`src/rtl/core/cfr_pkg.sv`:
```
// Shared types and constants for the command frame receiver.
package cfr_pkg;

	localparam int LENGTH_BITS = 12;

	localparam int BYTE_W    = 8;
	localparam int CMD_W     = 4;
	localparam int FIELD_W   = 12;
	localparam int TICK_W    = 4;
	localparam int CFG_W     = 12;
	localparam int CFG_IDX_W = 2;

	localparam logic [BYTE_W-1:0]    SYNC_FIRST_RST  = 8'h1b;
	localparam logic [BYTE_W-1:0]    SYNC_SECOND_RST = 8'hdf;
	localparam logic [TICK_W-1:0]    TIMEOUT_RST     = 4'd10;
	localparam logic [LENGTH_BITS-1:0] MAX_LEN_RST   = LENGTH_BITS'(1535);
	localparam logic [TICK_W-1:0]    TICK_MAX        = 4'hf;

	typedef enum logic [CFG_IDX_W-1:0] {
		REG_SYNC_FIRST  = 2'd0,
		REG_SYNC_SECOND = 2'd1,
		REG_TIMEOUT     = 2'd2,
		REG_MAX_LENGTH  = 2'd3
	} cfg_reg_t;

	typedef enum logic [2:0] {
		EV_PAYLOAD   = 3'd0,
		EV_FRAME_OK  = 3'd1,
		EV_CSUM_ERR  = 3'd2,
		EV_TIMEOUT   = 3'd3,
		EV_TOO_LONG  = 3'd4
	} event_t;

	typedef enum logic [2:0] {
		PH_HUNT    = 3'b001,
		PH_CTRL    = 3'b010,
		PH_PAYLOAD = 3'b100
	} phase_t;

endpackage

```
`src/rtl/core/command_frame_receiver.sv`:
```
// Top level of the command frame receiver: sync hunt, header decode, payload and checksum.
//
// Usage:
//   s_* channel takes one beat per item: s_tuser is the action (0 byte, 1 timer tick),
//   s_tdata is the received byte. m_* channel returns zero or one result beat per item:
//   m_tuser is the event code, m_tlast marks the beat that ends a frame, m_tdata packs
//   payload_byte, command, frame_length and byte_index.
//   The user writes cfg_* (sync bytes, timeout, max length) only while the block is idle; not enforced.
// Path: each input beat is held in the input register, then decoded into the output
//   register, from which its result, if it has one, leaves.
// Throughput: one beat per cycle unless stalled; the frame state updates in the single decode stage.
// Stall: when m_tready is low and a result waits, the input register holds and s_tready
//   drops once that register is full; nothing is lost or repeated.
// Reset: arst_n clears the frame state to hunting with no byte held, restores the
//   register defaults and empties both registers.
module command_frame_receiver (
	input  logic                        clk,
	input  logic                        arst_n,
	input  logic                        s_tvalid,
	output logic                        s_tready,
	input  logic [7:0]                  s_tdata,  // rx_byte
	input  logic                        s_tuser,  // action
	output logic                        m_tvalid,
	input  logic                        m_tready,
	output logic [39:0]                 m_tdata,  // payload_byte, command, frame_length, byte_index, zero pad
	output logic [2:0]                  m_tuser,  // event_res
	output logic                        m_tlast,
	input  logic                        cfg_we,
	input  logic [cfr_pkg::CFG_IDX_W-1:0] cfg_index,
	input  logic [cfr_pkg::CFG_W-1:0]   cfg_data
);
	import cfr_pkg::*;

	logic [BYTE_W-1:0]      sync_first_q, sync_second_q;
	logic [TICK_W-1:0]      timeout_q;
	logic [LENGTH_BITS-1:0] max_len_q;

	logic                   valid_s1;
	logic                   action_s1;
	logic [BYTE_W-1:0]      byte_s1;

	phase_t                 phase_q, phase_d;
	logic                   half_q, half_d;
	logic [BYTE_W-1:0]      held_q, held_d;
	logic [CMD_W-1:0]       cmd_q, cmd_d;
	logic [LENGTH_BITS-1:0] decl_q, decl_d;
	logic [LENGTH_BITS-1:0] seen_q, seen_d;
	logic [BYTE_W-1:0]      xor_q, xor_d;
	logic [TICK_W-1:0]      tick_q, tick_d;

	logic                   res_vld;
	event_t                 res_ev;
	logic [BYTE_W-1:0]      res_byte;
	logic [LENGTH_BITS-1:0] res_idx;
	logic                   res_last;
	logic [TICK_W-1:0]      tick_inc;
	logic [LENGTH_BITS-1:0] hdr_len;

	logic                   out_vld_q;
	event_t                 out_ev_q;
	logic [BYTE_W-1:0]      out_byte_q;
	logic [CMD_W-1:0]       out_cmd_q;
	logic [FIELD_W-1:0]     out_len_q;
	logic [FIELD_W-1:0]     out_idx_q;
	logic                   out_last_q;

	logic                   advance;

	assign advance  = valid_s1 && (!out_vld_q || m_tready);
	assign s_tready = !valid_s1 || advance;

	always_ff @(posedge clk or negedge arst_n) begin
		if (!arst_n) begin
			sync_first_q  <= SYNC_FIRST_RST;
			sync_second_q <= SYNC_SECOND_RST;
			timeout_q     <= TIMEOUT_RST;
			max_len_q     <= MAX_LEN_RST;
		end else if (cfg_we) begin
			case (cfg_reg_t'(cfg_index))
				REG_SYNC_FIRST:  sync_first_q  <= cfg_data[BYTE_W-1:0];
				REG_SYNC_SECOND: sync_second_q <= cfg_data[BYTE_W-1:0];
				REG_TIMEOUT:     timeout_q     <= cfg_data[TICK_W-1:0];
				REG_MAX_LENGTH:  max_len_q     <= cfg_data[LENGTH_BITS-1:0];
				default: ;
			endcase
		end
	end

	always_ff @(posedge clk or negedge arst_n) begin
		if (!arst_n) begin
			valid_s1 <= 1'b0;
		end else if (s_tready) begin
			valid_s1 <= s_tvalid;
		end
	end

	always_ff @(posedge clk) begin
		if (s_tvalid && s_tready) begin
			action_s1 <= s_tuser;
			byte_s1   <= s_tdata;
		end
	end

	always_comb begin
		phase_d  = phase_q;
		half_d   = half_q;
		held_d   = held_q;
		cmd_d    = cmd_q;
		decl_d   = decl_q;
		seen_d   = seen_q;
		xor_d    = xor_q;
		tick_d   = tick_q;
		res_vld  = 1'b0;
		res_ev   = EV_PAYLOAD;
		res_byte = '0;
		res_idx  = seen_q;
		res_last = 1'b0;
		tick_inc = (tick_q == TICK_MAX) ? TICK_MAX : tick_q + TICK_W'(1);
		hdr_len  = LENGTH_BITS'({held_q[3:0], byte_s1});

		if (action_s1) begin
			if (phase_q == PH_PAYLOAD) begin
				tick_d = tick_inc;
				if (tick_inc >= timeout_q) begin
					res_vld  = 1'b1;
					res_ev   = EV_TIMEOUT;
					res_last = 1'b1;
					phase_d  = PH_HUNT;
					half_d   = 1'b0;
					held_d   = '0;
					seen_d   = '0;
					xor_d    = '0;
					tick_d   = '0;
				end
			end
		end else if (phase_q == PH_PAYLOAD) begin
			res_vld = 1'b1;
			if (seen_q < decl_q) begin
				res_ev   = EV_PAYLOAD;
				res_byte = byte_s1;
				xor_d    = xor_q ^ byte_s1;
				seen_d   = seen_q + LENGTH_BITS'(1);
			end else begin
				res_ev   = ((xor_q ^ byte_s1) == '0) ? EV_FRAME_OK : EV_CSUM_ERR;
				res_last = 1'b1;
				phase_d  = PH_HUNT;
				half_d   = 1'b0;
				held_d   = '0;
				seen_d   = '0;
				xor_d    = '0;
				tick_d   = '0;
			end
		end else if (!half_q) begin
			held_d = byte_s1;
			half_d = 1'b1;
		end else begin
			half_d = 1'b0;
			case (phase_q)
				PH_CTRL: begin
					cmd_d  = held_q[7:4];
					decl_d = hdr_len;
					seen_d = '0;
					xor_d  = '0;
					tick_d = '0;
					if (hdr_len > max_len_q) begin
						res_vld  = 1'b1;
						res_ev   = EV_TOO_LONG;
						res_idx  = '0;
						res_last = 1'b1;
						phase_d  = PH_HUNT;
						held_d   = '0;
					end else begin
						phase_d = PH_PAYLOAD;
					end
				end
				default: begin
					phase_d = (held_q == sync_first_q && byte_s1 == sync_second_q) ?
						PH_CTRL : PH_HUNT;
					tick_d  = '0;
				end
			endcase
		end
	end

	always_ff @(posedge clk or negedge arst_n) begin
		if (!arst_n) begin
			phase_q <= PH_HUNT;
			half_q  <= 1'b0;
			held_q  <= '0;
			cmd_q   <= '0;
			decl_q  <= '0;
			seen_q  <= '0;
			xor_q   <= '0;
			tick_q  <= '0;
		end else if (advance) begin
			phase_q <= phase_d;
			half_q  <= half_d;
			held_q  <= held_d;
			cmd_q   <= cmd_d;
			decl_q  <= decl_d;
			seen_q  <= seen_d;
			xor_q   <= xor_d;
			tick_q  <= tick_d;
		end
	end

	always_ff @(posedge clk or negedge arst_n) begin
		if (!arst_n) begin
			out_vld_q <= 1'b0;
		end else if (advance) begin
			out_vld_q <= res_vld;
		end else if (m_tready) begin
			out_vld_q <= 1'b0;
		end
	end

	always_ff @(posedge clk) begin
		if (advance && res_vld) begin
			out_ev_q   <= res_ev;
			out_byte_q <= res_byte;
			out_cmd_q  <= cmd_d;
			out_len_q  <= FIELD_W'(decl_d);
			out_idx_q  <= FIELD_W'(res_idx);
			out_last_q <= res_last;
		end
	end

	assign m_tvalid = out_vld_q;
	assign m_tuser  = out_ev_q;
	assign m_tlast  = out_last_q;
	assign m_tdata  = {4'b0000, out_idx_q, out_len_q, out_cmd_q, out_byte_q};

`ifndef ASSERT_OFF
	a_last_on_end: assert property (@(posedge clk) disable iff (!arst_n)
		m_tvalid |-> (m_tlast == (m_tuser != EV_PAYLOAD)))
		else $error("tlast does not match the end-of-frame event");

	a_index_in_range: assert property (@(posedge clk) disable iff (!arst_n)
		(m_tvalid && m_tuser == EV_PAYLOAD) |-> (m_tdata[35:24] < m_tdata[23:12]))
		else $error("payload beat index beyond declared length");

	a_byte_zero: assert property (@(posedge clk) disable iff (!arst_n)
		(m_tvalid && m_tuser != EV_PAYLOAD) |-> (m_tdata[7:0] == '0))
		else $error("nonzero payload byte on an ending beat");

	a_ticks_only_payload: assert property (@(posedge clk) disable iff (!arst_n)
		(phase_q != PH_PAYLOAD) |-> (tick_q == '0))
		else $error("tick count nonzero outside payload phase");
`endif

endmodule
```
`config.mk`:
```
export PLATFORM = sky130hd
export DESIGN_NAME = command_frame_receiver
export DESIGN_NICKNAME = d
export VERILOG_FILES = /design/src/rtl/core/cfr_pkg.sv /design/src/rtl/core/command_frame_receiver.sv
export SDC_FILE = /design/constraint.sdc
export NUM_CORES = 1
export LEC_CHECK = 0
export BUFFER_PORTS_ARGS = -buffer_cell sky130_fd_sc_hd__buf_2
export CAP_MARGIN = 20
export CORE_AREA = 2 2 120 169
export DETAILED_ROUTE_END_ITERATION = 8
export DIE_AREA = 0 0 122 171
export GPL_TIMING_DRIVEN = 0
export PLACE_DENSITY_LB_ADDON = 0.15
export SLEW_MARGIN = 20
export SYNTH_ARGS = -nofsm -noshare
export SYNTH_HDL_FRONTEND = slang
export SYNTH_SLANG_ARGS = --single-unit
```
`constraint.sdc`:
```
create_clock -name clk -period 4.43 [get_ports clk]
set_input_delay 0.2215 -clock clk [delete_from_list [all_inputs] [get_ports clk]]
set_output_delay 0.2215 -clock clk [all_outputs]
set_load 0.02 [all_outputs]
```
Yosys cells after proc, flatten, opt, wreduce, memory -nomap -nowiden. Index checks and enable logic that the tools add are counted.

Input port bits: 28. Flip-flop bits (word level): 135. Output and inout port bits: 46.

Bitwise operators: 3. Equality and inequality tests: 13. Magnitude comparators: 3. Muxes and demuxes: 76. Reductions and logical operators: 23. Add/subtract/negate cells: 2.

Operator list (count): 2-to-1 mux 12 bit (16); 2-to-1 mux 8 bit (13); 2-to-1 mux 4 bit (11); 2-to-1 mux 3 bit (13); 2-to-1 mux 1 bit (18); == test 8 bit (2); adder 12 x 1 -> 12 bit (second input constant) (1); > comparator 12 bit (1); less-than comparator 12 bit (1); 2-to-1 mux 2 bit (5); AND reduction 5 bit (2); logical NOT 8 bit (1); AND reduction 2 bit (4); AND reduction 4 bit (2); XOR 8 bit (1); inequality test 3 x 1 -> 1 bit (second input constant) (2); AND reduction 6 bit (1); nonzero test 2 bit (3); adder 4 x 1 -> 4 bit (second input constant) (1); == test 2 bit (second input constant) (2); == test 4 bit (second input constant) (1); greater-or-equal comparator 4 bit (1); logical AND 1 bit (4); inequality test 2 x 1 -> 1 bit (second input constant) (2); other kinds (9) (12).

Logic depth before layout (Yosys ltp).
Word-level depth: 7. Depth in mapped cells: 12.

Worst setup path before layout. No wires, ideal clock.

Path kind: register -> register. Start: register tick_q[0]. End: register out_last_q (netlist: m_tlast) (enable). Clock period less this slack: 4.068 ns. Path buffers: 0. Setup time: 0.437 ns. Data arrival time: 3.631 ns. Setup slack: 0.362 ns. Cell stages (with the launch flop): 11. Cells stage by stage: dfrtp_1 -> ha_1 -> nand3_1 -> and2_1 -> ha_1 -> nand2b_1 -> a2111o_1 -> a31o_2 -> a21boi_0 -> o21ai_0 -> nor2_1.

Cells in the longest elaborated chain, start to end: 7. Elaborated cells between the ends (all ways): 8. Classes of those cells: add/sub (1); order compare (1); eq/ne (1); mux (4); reduce/logical (1).

RTL lines: start, declared (RTL line command_frame_receiver.sv:49) `logic [TICK_W-1:0] tick_q, tick_d;`; start signal, assigned (RTL line command_frame_receiver.sv:203) `tick_q <= tick_d;`; adder 4 x 1 -> 4 bit / == test 4 bit (equally long branches) (RTL line command_frame_receiver.sv:118) `tick_inc = (tick_q == TICK_MAX) ? TICK_MAX : tick_q + TICK_W'(1);`; 2-to-1 mux 4 bit (*) (RTL line command_frame_receiver.sv:118); greater-or-equal comparator 4 bit (*) (RTL line command_frame_receiver.sv:124) `if (tick_inc >= timeout_q) begin`; 2-to-1 mux 1 bit (*) (RTL line command_frame_receiver.sv:124); 2-to-1 mux 1 bit (*) (RTL line command_frame_receiver.sv:122) `if (phase_q == PH_PAYLOAD) begin`; 2-to-1 mux 1 bit (*) (RTL line command_frame_receiver.sv:121) `if (action_s1) begin`; logical AND 1 bit (*) (RTL line command_frame_receiver.sv:218) `if (advance && res_vld) begin`; end signal, assigned (RTL line command_frame_receiver.sv:224) `out_last_q <= res_last;`; end, declared (RTL line command_frame_receiver.sv:65) `logic out_last_q;`.

Mark *: on every way between the ends. The rest lies on a longest branch, timed or not. A chain may end at the register's enable or synchronous reset.

Final worst setup path.
Start: register tick_q[0]. End: register out_idx_q[0] (enable).

Cells in the longest elaborated chain, start to end: 7. Elaborated cells between the ends (all ways): 8. Classes of those cells: add/sub (1); order compare (1); eq/ne (1); mux (4); reduce/logical (1).

RTL lines: adder 4 x 1 -> 4 bit / == test 4 bit (equally long branches) (RTL line command_frame_receiver.sv:118); 2-to-1 mux 4 bit (*) (RTL line command_frame_receiver.sv:118); greater-or-equal comparator 4 bit (*) (RTL line command_frame_receiver.sv:124); 2-to-1 mux 1 bit (*) (RTL line command_frame_receiver.sv:124); 2-to-1 mux 1 bit (*) (RTL line command_frame_receiver.sv:122); 2-to-1 mux 1 bit (*) (RTL line command_frame_receiver.sv:121); logical AND 1 bit (*) (RTL line command_frame_receiver.sv:218); end signal, assigned (RTL line command_frame_receiver.sv:223) `out_idx_q <= FIELD_W'(res_idx);`; end, declared (RTL line command_frame_receiver.sv:64) `logic [FIELD_W-1:0] out_idx_q;`.

Marks and branches as above.

==> reports/qor.txt <==
Detailed placer's ending HPWL - 11720 um
I/O Buffers - 69
Post-synth EDFFs - 49
CTS max path bufs - 2
FF-to-FF End - out_idx_q[0]$_DFFE_PP_
RSZ-0062 raised after global routing - no
Vias - 4626
CTS Sinks - 135
Library cells used by synthesis - 53
DRT Wirelength - 15840 um
Vias in the first global route - 4820
Required @ worst endpoint - 4560 ps
Diode count - 0
Synth Cell Area - 6669 sq um
Share of the synthesized area in the top cell type - 0.2326
Flops & latches, synth - 135
Max-cap violations - 0
Synth Area in XOR/XNOR - 0.03152
Top cells by area, synth - dfrtp_1, edfxtp_1, dfstp_2, mux2_2, ha_1
Post-Synth Adder-Cell Area - 0.05441
Placeable Area - 19460 sq um
CTS tree - built
Worst Reg-to-Reg Cells - 11
Hold Path Depth - 2
Hold Crit Class - input port to flop
Arrival @ worst endpoint - 3660 ps
Number of I/O pins - 74
# DRC - 0
Pleak - 0.003528 uW
Initial antenna violation count - 0
Worst Setup Start Kind - flop
Area of the die - 20860 sq um
Mux cell area share after synthesis - 0.1090
Total gr overflow - 0
Final ANT Viol Nets - 0
# nets final - 736
Simple-Gate Fraction of Synth Area - 0.1295
PD cells - 500.8 nW/um^2
Hold Path Origin - cfg_data[10]
Worst-path clk slew - 60 ps
H-tree Lvls - 4
Root Buffer - clkbuf_16
Worst-Margin Slew - 1095 ps
First-pass GRT wire length - 25280 um
CTS buffer count - 17
Post-placement cell count - 901
Final setup fails - 0
Clk_skew - 11.03 ps
Status - completed
Ys Warns - 0
Area Growth Syn to Fin - 22.01%
Slew margin rel. - 0.2638
# rows - 61
Die H - 171 um
Mapped Cells - 575
Crit path max fanout - 29
Reg-to-reg setup timing slack - 900 ps
Tmin final - 3530 ps
Final cell count without fillers - 944
Main combinational cell family by area after synthesis - simple AND/OR/NAND/NOR gates
Wire per inst - 16.78 um
Final Hold Fails - 0
Placer Congestion - 0.8124
Max-slew violations - 0
Ys flop type - dfrtp_1
GR Util All Layers - 0.1618
Pre-antenna DRT Iters - 4
Starting Density - 0.3427
Worst skew pair latency - 430 ps
Worst Hold End - max_len_q[10]$_DFFE_PN1P_
Max IR drop VDD - 248.5 uV
Via density - 4.900
FFs w/ async S/R, synth - 0.6370
Crit. End Element - flop
Post-CTS Setup Inserts - 0
Chip width - 122 um
Crit Path Class - flop to flop
Largest area contributor in the netlist - dfrtp_1
Max Clk Rate - 283.3 MHz
Iter 0 DRT Violations - 227
Syn avg cell area - 11.60 sq um
Largest net degree at the start of global routing - 46
Reg2reg start - tick_q[0]$_DFFE_PN0P_
Sequential-to-total area share from yosys stat - 0.5478
Synth Area in Compound Gates - 0.08236
Tcrit/Tclk final - 0.7968
Layout cells sized above 1 - 0.2818
Hold Slack - 26.34 ps
## metal layers
metal	global-route usage	vias to the layer above	routed length, um
met5	0	-	0
met1	0.1862	2254	6447
met3	0.03433	27	697
met2	0.2907	114	8404
met4	0.06247	0	286
li1	-	2231	-
## worst max path at each step
| stage | from | end | slack [ps] | cells past startpoint |
|---|---|---|---|---|
| after floorplan | tick_q[0]$_DFFE_PN0P_ | m_tlast$_DFFE_PP_ | 360 | 10 |
| after global routing | tick_q[0]$_DFFE_PN0P_ | out_idx_q[0]$_DFFE_PP_ | 620 | 11 |
| after detailed placement | tick_q[0]$_DFFE_PN0P_ | m_tuser[0]$_DFFE_PP_ | 910 | 11 |
| after global placement | tick_q[0]$_DFFE_PN0P_ | m_tuser[0]$_DFFE_PP_ | -730 | 10 |
| after CTS | tick_q[0]$_DFFE_PN0P_ | out_idx_q[0]$_DFFE_PP_ | 890 | 11 |
| final | tick_q[0]$_DFFE_PN0P_ | out_idx_q[0]$_DFFE_PP_ | 900 | 11 |
## layout by cell type (no fill, tap or decap), drive strengths merged, types with 2 or more instances in the layout
master       count
or2              3
nand2b           8
nand2           48
nor3             8
dlygate4sd3     11
mux2i           16
nor4             3
bufinv           2
inv             46
clkbuf          36
nand4           10
nor2            22
nand3           16
buf             85
o21ai           40
clkinv           3
conb             4
mux2            50
xnor2           24
nor2b           20
ha              29
a22o            14
a31o             2
nor3b            2
o31ai            2
a21oi           14
and2            11
dfrtp           62
edfxtp          49
and3             9
nand3b           2
o2bb2ai          3
a2111o           2
dfstp           24
## power by group
group	total [uW]	internal, uW	switching, uW
Sequential	1720	1550	168
Clock	1480	918	557
Combinational	885	410	475
Total	4080	2880	1200
## cells in the mapped netlist, types with 2 or more instances
| cell | number |
|---|---|
| a2111o_1 | 2 |
| a21oi_1 | 14 |
| a22o_1 | 14 |
| a31o_2 | 2 |
| and2_1 | 11 |
| and3_1 | 8 |
| buf_1 | 4 |
| buf_2 | 2 |
| buf_4 | 6 |
| buf_6 | 2 |
| clkbuf_1 | 12 |
| dfrtp_1 | 62 |
| dfstp_2 | 24 |
| edfxtp_1 | 49 |
| ha_1 | 29 |
| inv_1 | 43 |
| mux2_2 | 49 |
| mux2i_1 | 16 |
| nand2_1 | 48 |
| nand2b_1 | 8 |
| nand3_1 | 16 |
| nand3b_1 | 2 |
| nand4_1 | 10 |
| nor2_1 | 21 |
| nor2b_1 | 20 |
| nor3_1 | 8 |
| nor3b_1 | 2 |
| nor4_1 | 2 |
| o21ai_0 | 39 |
| o2bb2ai_1 | 3 |
| o31ai_1 | 2 |
| xnor2_1 | 24 |
## what timing repair did
item	in CTS	in global routing
endpoints found under the hold margin	44	0
resized for setup	0	0
hold buffers	11	0
## sequential cells by signal, summed over array words and instances (netlist names), 8 cells and up
name and count:
xor_q 8, out_byte_q 8, out_idx_q 12, sync_first_q 8, decl_q 12, seen_q 12
byte_s1 8, max_len_q 12, out_len_q 12, sync_second_q 8, held_q 8
## cells by family (layout without fill, tap and decap cells)
group,count (synthesis),in the layout
muxes,66,66
and+or+nand+nor,165,165
xor gates and xnor gates,24,24
adders and majority gates,29,29
buffers and inverters,69,183
AOI/OAI and AO/OA,86,86
other,1,4
DFF,135,135
## worst max-delay path, stage by stage, from the launching register on
cell and delay [ps]:
dfrtp_1 390, ha_1 220, nand3_1 110, and2_1 190
ha_1 270, nand2b_1 110, a2111o_1 200, a31o_2 200
a21boi_0 390, o21ai_0 450, nor2_4 450, buf_12 250
## area by class of cell
type                            instances  area [sq um]
Buffer                                 26         137.6
Clock buffer                           24         504.2
Clock inverter                          8         110.1
Fill cell                            1927         11330
Inverter                               43         161.4
Multi-Input combinational cell        374          2745
Sequential cell                       135          3654
Tap cell                              252         315.3
Timing Repair Buffer                   82         509.2
## metrics by stage
step | util | total power (uW) | setup WS [ps] | setup TNS, ps | area [sq um]
4_1_cts | 0.4178 | 4112 | 892.4 | 0 | 8132
2_1_floorplan | - | 2340 | 361.6 | 0 | 6680
3_5_place_dp | 0.3806 | 2615 | 911.9 | 0 | 7407
3_3_place_gp | 0.3772 | 2562 | -731.0 | -28980 | 7341
5_1_grt | 0.4181 | 4301 | 621.9 | 0 | 8137
6_report | 0.4181 | 4075 | 900.4 | 0 | 8137
Note: power is estimated with default switching activity, not from simulation.
